--- src/hw/rtl/pic_macu.sv ---
module pic_macu (
  input  logic               clk_i,
  input  logic signed [31:0] a_i,
  input  logic signed [31:0] b_i,
  input  logic signed [31:0] c_i,
  output logic signed [31:0] r_o
);

  logic signed [63:0] prod;

  assign prod = a_i * b_i;

  always_ff @(posedge clk_i) begin
    r_o <= c_i + prod[47:16];
  end

endmodule

--- config.mk ---
export PLATFORM = sky130hd
export DESIGN_NAME = pic_macu
export DESIGN_NICKNAME = d
export VERILOG_FILES = /design/src/hw/rtl/pic_macu.sv
export SDC_FILE = /design/constraint.sdc
export NUM_CORES = 2
export LEC_CHECK = 0
export BUFFER_PORTS_ARGS = -buffer_cell sky130_fd_sc_hd__buf_2
export CAP_MARGIN = 20
export CORE_MARGIN = 2
export CORE_UTILIZATION = 35
export CTS_BUF_LIST = sky130_fd_sc_hd__clkbuf_4
export DETAILED_ROUTE_END_ITERATION = 12
export SLEW_MARGIN = 25
export SYNTH_ARGS = -nofsm -noshare
export SYNTH_HDL_FRONTEND = slang
export SYNTH_SLANG_ARGS = --single-unit
--- constraint.sdc ---
create_clock -name clk_i -period 17.4 [get_ports clk_i]
set_input_delay 0.87 -clock clk_i [delete_from_list [all_inputs] [get_ports clk_i]]
set_output_delay 0.87 -clock clk_i [all_outputs]
set_load 0.01 [all_outputs]
==> results by group <==
Clocking
  • Setup Fix Bufs, Post-CTS: 0
  • TritonCTS clock tree: done
  • Post-CTS Resized: 0
  • Clock transition at the registers of the reported paths: 0.14 ns
  • Clock Tree Root: clkbuf_4
  • Sink Count: 32
  • CTS Buffer Depth: 2
  • CTS Hold Buffers Added: 0
  • CTS buffer count: 5
  • H-tree depth: 2

Setup path
  • CP endpoint kind: flop
  • CP Class: input port to flop
  • Crit path largest cell delay: 0.58 ns
  • Crit path launch type: input port
  • Arrival time worst endpoint: 10.48 ns
  • Most used cell, CP: fa_1
  • CP max stage cell: fa_1
  • Peak fanout along the critical path: 32
  • Required @ worst endpoint: 17.72 ns

Routing
  • DR DRC count: 0
  • WL per Instance: 18.1 um
  • Post-Route WL: 80700 um
  • First DRT Iteration DRCs: 1202
  • Vias per cell: 4.77
  • Detail Route Antenna Nets: 0
  • Initial DRT Pass Iterations: 7
  • Vias post-DR: 21291

Finish
  • Biggest regs: r_o: 32 flops
  • Syn-to-layout area delta: 4.93%
  • Filler instances: 8889
  • Layout cell share with drive strength beyond 1: 0.0481
  • Number of flip-flops under the largest register name: 32
  • Final #Nets: 4442
  • Layout Cell Area excl Fill: 32400 sq um
  • Top reg by flops: r_o

STA
  • Period utilization: 0.584
  • Max Fclk: 98.5 MHz
  • Minimum clock period: 10.15 ns
  • RSZ-0062 raised after global routing: false
  • Max-slew headroom: 0.483
  • Pins Over Slew Limit: 0
  • Hold slack: 0.677 ns
  • Worst Tran Pin Value: 0.775 ns
  • Final hold vios: 0
  • Setup violators final: 0
  • Final TNS setup: 0 ns

Floorplanning
  • Die area: 90700 sq um
  • Initial cell density of the core: 0.354
  • DIE HEIGHT: 301 um
  • Ports: 129
  • Chip Width: 301 um
  • Core Area: 87200 sq um
  • Rows: 108

Synthesis
  • Count of different cell masters after synthesis: 56
  • Post-synth ARST share: 0
  • Synth Area per Inst: 9.25 sq um
  • Top FF cell, synth: dfxtp_1
  • Post-synth EDFFs: 0
  • Post-synthesis cell area: 30900 sq um
  • YS warnings: 0
  • Yosys reg bits: 32
  • Syn nets: 4474
  • Cell count after synthesis: 3340
  • Sequential area share after synthesis: 0.0207

GRT
  • GRT Total Usage: 0.187
  • First-pass GRT wire length: 132000 um
  • Remaining Overflow, GRT: 0
  • Largest net degree at the start of global routing: 34
  • Vias in the first global route: 23325
  • Initial antenna violation count: 6

Job
  • Number of max-cap violations: 0

Hold path
  • Hold crit path type: input port to flop

Placement
  • Post-DP HPWL: 68500 um
  • Placer Congestion: 0.803
  • Post-DP Area: 32400 sq um
  • IO Port Bufs: 128

Run status
  • Outcome: complete, no violations
## metal layers
| metal | vias to the layer above | part of all wire | GRT usage |
|---|---|---|---|
| li1 | 9484 | - | - |
| met4 | 8 | 0.025 | 0.0444 |
| met1 | 11198 | 0.42 | 0.250 |
| met3 | 102 | 0.049 | 0.0247 |
| met5 | - | 0.00050 | 0 |
| met2 | 499 | 0.50 | 0.321 |
## worst max-delay path, delay by kind of cell
family          cells  cell delay, ns
simple gates        6            1.55
fa+ha+maj          10            4.84
xor+xnor            2            0.40
compound gates     11            2.15
buf+inv             2            0.63
## synthesized netlist by cell type (3+ instances only)
| cell type | count | area (sq um) |
|---|---|---|
| xnor2_1 | 77 | 674 |
| a21o_1 | 27 | 203 |
| a21oi_2 | 4 | 35.0 |
| and2_1 | 494 | 3090 |
| o21a_1 | 5 | 37.5 |
| fa_1 | 839 | 16800 |
| inv_1 | 819 | 3070 |
| xor2_1 | 22 | 193 |
| nor2b_1 | 11 | 68.8 |
| dfxtp_1 | 32 | 641 |
| o31ai_2 | 3 | 37.5 |
| nand4_1 | 7 | 43.8 |
| clkbuf_1 | 168 | 631 |
| and3_1 | 5 | 31.3 |
| a21oi_1 | 58 | 290 |
| nand3_1 | 13 | 65.1 |
| o21ai_1 | 9 | 45.0 |
| o21ai_0 | 22 | 110 |
| a31oi_1 | 5 | 31.3 |
| ha_1 | 198 | 2480 |
| a211oi_1 | 8 | 60.1 |
| nand2_1 | 422 | 1580 |
| o211ai_1 | 4 | 30.0 |
| nor2_1 | 16 | 60.1 |
| nor3_1 | 6 | 30.0 |
| o21bai_1 | 10 | 75.1 |
| o31ai_1 | 3 | 22.5 |
| and4_1 | 3 | 26.3 |
| nand2b_1 | 15 | 93.8 |
## kinds of logic (layout without fill, tap and decap cells)
logic type,Yosys count,in the layout,share of synthesized area
fa+ha+maj,1037,1037,0.624
simple gates,1003,1003,0.168
buf+inv,988,956,0.120
compound gates,180,180,0.0389
xor+xnor,100,100,0.0288
flops,32,32,0.0207
other cells,0,1,0
## path summary, 6_finish.rpt
path / startpoint / end / slack (ns) / cells after the start
worst max-delay path: b_i[8] / r_o[31]$_DFF_P_ / 7.25 / 31
worst min-delay path: c_i[0] / r_o[0]$_DFF_P_ / 0.68 / 2
## layout by cell type, fill, tap and decap left out, drive strengths merged, types with 7 or more instances in the layout
master	netlist	routed
a211oi	9	9
a21o	27	27
a21oi	62	62
a31oi	7	7
and2	494	494
buf	1	130
dfxtp	32	32
fa	839	839
ha	198	198
inv	819	819
nand2	422	422
nand2b	15	15
nand3	13	13
nand4	7	7
nor2	16	16
nor2b	11	11
o21ai	33	33
o21bai	10	10
xnor2	77	77
xor2	22	22
## cell type report
type	count	area, sq um	area share
multi-input combinational	2320	26600	0.819
timing repair buffer	130	656	0.0202
tap	1155	1450	0.0446
clock inverter	1	5.00	0.000154
clock buffer	6	45.0	0.00139
antenna	1	2.50	0.0000772
inverter	819	3070	0.0948
sequential	32	641	0.0198
## through the flow
stage	cells	setup slack, ns	util
5_1_grt	4464	6.80	0.372
2_1_floorplan	3340	8.29	-
3_5_place_dp	4456	6.73	0.371
4_1_cts	4463	7.17	0.372
6_report	4464	7.25	0.372
3_3_place_gp	4456	6.67	0.371
Power is not shown: default switching activity piles up to over one toggle a cycle in this logic, so the estimate is an artifact.
