File: src/hw/rtl/pic_ram.sv
module pic_ram #(
  parameter int Width = 8,
  parameter int Depth = 16,
  localparam int AddrW = (Depth > 1) ? $clog2(Depth) : 1
) (
  input  logic             clk_i,
  input  logic             we_i,
  input  logic [AddrW-1:0] waddr_i,
  input  logic [Width-1:0] wdata_i,
  input  logic [AddrW-1:0] raddr_i,
  output logic [Width-1:0] rdata_o
);

  logic [Width-1:0] mem [Depth];

  always_ff @(posedge clk_i) begin
    if (we_i) begin
      mem[waddr_i] <= wdata_i;
    end
    rdata_o <= mem[raddr_i];
  end

endmodule

File: config.mk
export PLATFORM = sky130hd
export DESIGN_NAME = pic_ram
export DESIGN_NICKNAME = d
export VERILOG_FILES = /design/src/hw/rtl/pic_ram.sv
export SDC_FILE = /design/constraint.sdc
export NUM_CORES = 1
export LEC_CHECK = 0
export ABC_CLOCK_PERIOD_IN_PS = 1600
export BUFFER_PORTS_ARGS = -buffer_cell sky130_fd_sc_hd__buf_2
export CAP_MARGIN = 5
export CELL_PAD_IN_SITES_DETAIL_PLACEMENT = 0
export CELL_PAD_IN_SITES_GLOBAL_PLACEMENT = 1
export CORE_UTILIZATION = 48
export CTS_CLUSTER_SIZE = 25
export DETAILED_ROUTE_END_ITERATION = 6
export MAX_ROUTING_LAYER = met4
export PLACE_DENSITY_LB_ADDON = 0.1
export SLEW_MARGIN = 5
export SYNTH_ARGS = -nofsm -noshare
export SYNTH_HDL_FRONTEND = slang
export SYNTH_SLANG_ARGS = --single-unit
File: constraint.sdc
create_clock -name clk_i -period 1.6 [get_ports clk_i]
set_input_delay 0.08 -clock clk_i [delete_from_list [all_inputs] [get_ports clk_i]]
set_output_delay 0.08 -clock clk_i [all_outputs]
set_load 0.05 [all_outputs]
==> impl_metrics.tcl, run 1 <==
set metrics [dict create \
    timing.final.max_slew_violations 0 \
    timing_worst_slew_pin_value_ns 0.415 \
    top_count_cell_post_synth "edfxtp_1" \
    htree_num_levels 4 \
    area.growth.synth_to_final_pct 21.6 \
    chipWidth_um 106 \
    placement.setup.worst_slack_ns 0.0801 \
    number_of_detailed_routing_iterations_run_before_antenna_repair 4 \
    synth_fp_nets 247 \
    crit_path_start "mem[1][0]" \
    drive_above_1_share_pct 31.8 \
    finalClockSkew_ns 0.00767 \
    drt_iter0_drc 122 \
    start_util_pct 49.6 \
    leakagePower_uw 0.00215 \
    floorplan.core_area_um2 10400 \
    maxCapViolCount 0 \
    synth.avg_cell_area_um2 22.5 \
    timing.reg2reg.setup_slack_ns 0.18 \
    timing.final.ws_setup_ns 0.185 \
    synth.distinct_cells 19 \
    setup_viol 0 \
    std_cell_rows 37 \
    gp_routability_congestion 0.717 \
    pwr_density_cell_nw_per_um2 1330 \
    port-buffer-count 25 \
    post_synth_instance_area_um2 5150 \
    critPathLaunchType "flip-flop" \
    grt_first_pass_wirelength_um 15400 \
    post-route-period-util_pct 88.4 \
    synth.largest_area_cell "edfxtp_1" \
    worstPathMaxFanout 1 \
    antenna_left 0 \
    vias 2480 \
    cts_inserted_buffers 17 \
    timing.reg2reg.worst_path_depth 3 \
    worstHoldPathType "in2reg" \
    status "complete, no violations" \
    synth_top_flop_cell "edfxtp_1" \
    pin_count_of_the_biggest_net_entering_global_routing 19 \
    whs_path_depth 3 \
    worst_reg2reg_endpoint "rdata_o[0]" \
    hpwl_um 6370 \
    wl_um 9920 \
    wire_per_inst_um 22.3 \
    synth_top_area_share_pct 74.7 \
    first_global_vias 2557 \
    report.final.hold_viol_count 0 \
    globalRouteOverflowTotal 0 \
    grt.total_usage_pct 20.7 \
    power.total_uw 8330 \
    cts.sink_count 136 \
    ffs_latches_synth 136 \
    synth-edff-count 128 \
    initial_antenna_violation_count 0 \
    post_layout_nets 313 \
    maximum_resistive_drop_on_vdd_mv 0.624 \
    clockBufferDepth 2 \
    synth_area_leaders "edfxtp_1 75%, mux4_2 7.9%, mux4_1 7.1%" \
    top_level_ports 26 \
    cts_tree "done" \
    worst-setup-path-type "reg2reg" \
    final.setup.tns_ns 0 \
    grt_setup_unrepaired "no" \
    fmaxAchievable_mhz 707 \
    timing.final.crit_period_ns 1.42 \
    n_antenna_cell 0 \
    crit_arrival_ns 1.80 \
    critical_path_required_ns 1.98 \
    worst_setup_path_end_kind "flip-flop" \
    post_drt_via_cell_ratio 5.59 \
    leading_post_synthesis_cells_by_instance_count "128 x edfxtp_1, 18 x mux4_2, 16 x a22oi_1, 14 x mux4_1, 13 x nor2_1" \
    post_cts_resized 0 \
    nFillCells 751 \
    synth.yosys.warnings 0 \
    die_h_um 106 \
    drc_errors 0 \
    synth-seq-area-share_pct 77.8 \
    slew-limit-headroom_pct 72.4 \
    postSynth.asyncResetShare_pct 0 \
    die_area_um2 11100 \
    cts_root_buf "clkbuf_8" \
    timing.critical_path.to "rdata_o[0]" \
    post_synth_inst_count 229 \
    r2r_start "mem[1][0]" \
    clk-insertion-delay-late_ns 0.52 \
    clkTransAtPathRegs_ns 0.06 \
]
worst max-delay path: stages, from the launching register on:
cell and delay [ns]:
edfxtp_1 0.36, mux4_1 0.51, a22oi_1 0.28, nand2_1 0.13
kinds of logic (layout without fill, tap and decap cells):
logic type      count (synthesis)  after routing  synth area share, %
compound gates                 16             16                 2.33
buf+inv                        10             89                 1.68
flops                         136            136                 77.8
mux                            32             32                 15.0
simple gates                   35             35                 3.18
layer usage:
metal | vias to the layer above | share of wire [%] | track usage (%)
met5 | - | 0 | -
met4 | 0 | 1.0 | 9.52
met1 | 1294 | 46 | 28.7
met3 | 8 | 4.3 | 3.96
li1 | 1106 | - | -
met2 | 72 | 48 | 30.2
flip-flops by register name, summed over array words and instances (netlist names):
| name | flops |
|---|---|
| mem | 128 |
| rdata_o | 8 |
timing repair:
action | in CTS | in global routing
hold endpoints to repair | 128 | 0
setup buffers | 0 | 0
hold buffers | 8 | 0
cells in the final DEF (no fill, tap or decap):
cell and n:
edfxtp_1 128, buf_2 25, buf_4 20, mux4_2 18
a22oi_1 16, clkbuf_16 16, mux4_1 14, nor2_1 13
nand2_1 9, dlygate4sd3_1 8, dfxtp_1 8, nor3_1 4
buf_12 4, bufinv_16 3, clkinv_4 3, inv_6 3
clkinvlp_4 3, nand3b_1 2, nand2b_1 2, nor2b_1 1
and2_1 1, and2b_1 1, nand3_1 1, or3b_2 1
clkbuf_8 1, clkinv_1 1, clkbuf_1 1, clkinv_2 1
layout make-up:
class / count / area [µm²] / area share (%)
Sequential cell: 136 / 4000 / 64.0
Multi-Input combinational cell: 83 / 1060 / 16.9
Timing Repair Buffer: 57 / 435 / 6.96
Clock buffer: 18 / 418 / 6.68
Clock inverter: 14 / 174 / 2.78
Tap cell: 136 / 170 / 2.72
how the worst min path moves through the flow:
| stage | start | endpoint | slack, ns |
|---|---|---|---|
| 4_1_cts | waddr_i[0] | mem[0][0] | 0.11 |
| 6_report | waddr_i[0] | mem[12][4] | 0.13 |
| 3_5_place_dp | wdata_i[3] | mem[14][3] | 0.49 |
| 5_1_grt | waddr_i[0] | mem[0][2] | 0.12 |
| 3_3_place_gp | wdata_i[3] | mem[14][3] | 0.47 |
| 2_1_floorplan | wdata_i[0] | mem[0][0] | 0.18 |
per-stage QoR:
| step | util [%] | instances | hold WS, ns | instance area, µm² |
|---|---|---|---|---|
| after floorplan | - | 229 | 0.179 | 5150 |
| after global placement | 53.9 | 404 | 0.470 | 5590 |
| after detailed placement | 53.9 | 404 | 0.486 | 5590 |
| after CTS | 60.4 | 444 | 0.106 | 6260 |
| after global routing | 60.4 | 444 | 0.120 | 6260 |
| final | 60.4 | 444 | 0.126 | 6260 |
power by group:
group / internal [µW] / switching [µW] / leakage (µW)
logic: 188 / 293 / 0.000648
registers: 3980 / 22.5 / 0.00122
clock network: 2380 / 1460 / 0.000280
Note: power is estimated with default switching activity, not from simulation.
==> inputs of run 2 (changes only) <==
--- a/config.mk
+++ b/config.mk
@@ -6,7 +6,7 @@
 export NUM_CORES = 1
 export LEC_CHECK = 0
 export ABC_CLOCK_PERIOD_IN_PS = 1600
-export BUFFER_PORTS_ARGS = -buffer_cell sky130_fd_sc_hd__buf_2
+export BUFFER_PORTS_ARGS = -buffer_cell sky130_fd_sc_hd__buf_4
 export CAP_MARGIN = 5
 export CELL_PAD_IN_SITES_DETAIL_PLACEMENT = 0
 export CELL_PAD_IN_SITES_GLOBAL_PLACEMENT = 1
==> run 2 against run 1 <==
Against the previous run:
- routed wire length is 2.0% lower
- final cell count is 0.45% lower
- critical path type unchanged
- sequential share of layout area is 0.14 points higher
- worst hold slack worse by 0.030 ns
- register-to-register slack better by 0.06 ns
- clock skew hardly changed
- non-clock buffer count is 2 lower
- sequential power hardly changed
==> impl_metrics.tcl, run 2 (synthesis results as in run 1) <==
set metrics [dict create \
    worstPathMaxFanout 1 \
    htree_num_levels 4 \
    worst-setup-path-type "reg2reg" \
    cts_root_buf "clkbuf_8" \
    post_drt_via_cell_ratio 5.44 \
    initial_antenna_violation_count 0 \
    port-buffer-count 25 \
    die_area_um2 11100 \
    setup_viol 0 \
    worstHoldPathType "in2reg" \
    power.total_uw 8010 \
    post-route-period-util_pct 84.8 \
    number_of_detailed_routing_iterations_run_before_antenna_repair 4 \
    flip_flop_count_of_the_largest_register_all_copies_and_words_added 128 \
    finalClockSkew_ns 0.00740 \
    floorplan.core_area_um2 10400 \
    largest-register "mem" \
    maximum_resistive_drop_on_vdd_mv 0.623 \
    antenna_left 0 \
    clockBufferDepth 2 \
    met1_length_um 4350 \
    pin_count_of_the_biggest_net_entering_global_routing 18 \
    routed-wl-met3_um 328 \
    clkTransAtPathRegs_ns 0.06 \
    worstPathBufferInverterCount 0 \
    area.growth.synth_to_final_pct 21.3 \
    largest_registers "mem: 128 flops, rdata_o: 8 flops" \
    timing.reg2reg.setup_slack_ns 0.24 \
    gp_routability_congestion 0.714 \
    top_layer "met4" \
    timing_worst_slew_pin_value_ns 0.400 \
    grt.total_usage_pct 19.9 \
    chipWidth_um 106 \
    timing.final.max_slew_violations 0 \
    critical_path_required_ns 1.99 \
    grt_first_pass_wirelength_um 15000 \
    top_level_ports 26 \
    grt_setup_unrepaired "no" \
    nFillCells 767 \
    cts_tree "done" \
    critPathSlowestCell "mux4_1" \
    leakagePower_uw 0.00213 \
    cts_setup_buffers 0 \
    cts.sink_count 136 \
    slew-limit-headroom_pct 73.3 \
    critPathLaunchType "flip-flop" \
    post_layout_nets 311 \
    std_cell_rows 37 \
    drt_iter0_drc 111 \
    final.setup.tns_ns 0 \
    drive_above_1_share_pct 31.4 \
    fmaxAchievable_mhz 737 \
    path_cells "mux4_1 > a22oi_1 > nand2_1" \
    most-common-layout-cells "128 x edfxtp_1, 44 x buf_4, 18 x mux4_2" \
    start_util_pct 49.6 \
    wl_um 9720 \
    timing.final.crit_period_ns 1.36 \
    globalRouteOverflowTotal 0 \
    vias 2403 \
    clk-insertion-delay-late_ns 0.51 \
    crit_arrival_ns 1.75 \
    wl_met2_um 4910 \
    hpwl_um 6320 \
    wire_per_inst_um 22.0 \
    drc_errors 0 \
    n_antenna_cell 0 \
    pwr_density_cell_nw_per_um2 1280 \
    worst_setup_path_end_kind "flip-flop" \
    die_h_um 106 \
    cp_top_family "multiplexers" \
    cts_inserted_buffers 17 \
    first_global_vias 2580 \
    status "complete, no violations" \
    layout_commonest_cell "edfxtp_1" \
    maxCapViolCount 0 \
    critPathMaxStageDelay_ns 0.51 \
    report.final.hold_viol_count 0 \
]
[run 2: timing repair]
item | in CTS | in global routing
endpoints found under the hold margin | 128 | 0
gates resized for setup | 0 | 0
hold buffers | 8 | 0
[run 2: power by group]
part | total, µW | switching (µW) | internal (µW)
clock | 3510 | 1440 | 2060
combinational | 493 | 285 | 208
sequential | 4010 | 27.6 | 3980
total | 8010 | 1760 | 6250
[run 2: through the flow]
| stage | worst slack, ns | hold WS, ns | utilization (%) | instance area, µm² | std cells |
|---|---|---|---|---|---|
| floorplan | 0.0271 | 0.179 | - | 5150 | 229 |
| global placement | 0.114 | 0.387 | 54.2 | 5620 | 402 |
| CTS | 0.222 | 0.0851 | 60.2 | 6240 | 442 |
| detailed placement | 0.0533 | 0.400 | 54.2 | 5620 | 402 |
| finish | 0.244 | 0.0961 | 60.2 | 6240 | 442 |
| global route | 0.158 | 0.0919 | 60.2 | 6240 | 442 |
[run 2: path summary, 6_finish.rpt]
| kind | cells past startpoint | to | from |
|---|---|---|---|
| max reg2reg | 3 | rdata_o[2] | mem[0][2] |
| min | 3 | mem[9][6] | waddr_i[2] |
| min reg2reg | 3 | rdata_o[2] | mem[14][2] |
| max | 3 | rdata_o[2] | mem[0][2] |
[run 2: final cells by class]
type                    instances  area [µm²]  area share (%)
repair buffers                 55         470            7.53
well taps                     136         170            2.72
clock buffers                  18         418            6.69
multi-input cells              83        1060            16.9
clock inverters                14         125            2.00
flip-flops and latches        136        4000            64.1
[run 2: tightest hold or removal path, stage by stage]
cell      delay (ns)
buf_4           0.09
nand3b_1        0.15
nor2_1          0.10
[run 2: routing by layer]
metal	up-vias	global-route usage [%]
li1	1104	-
met1	1232	25.1
met2	55	32.7
met3	12	3.71
met4	0	6.85
met5	-	-
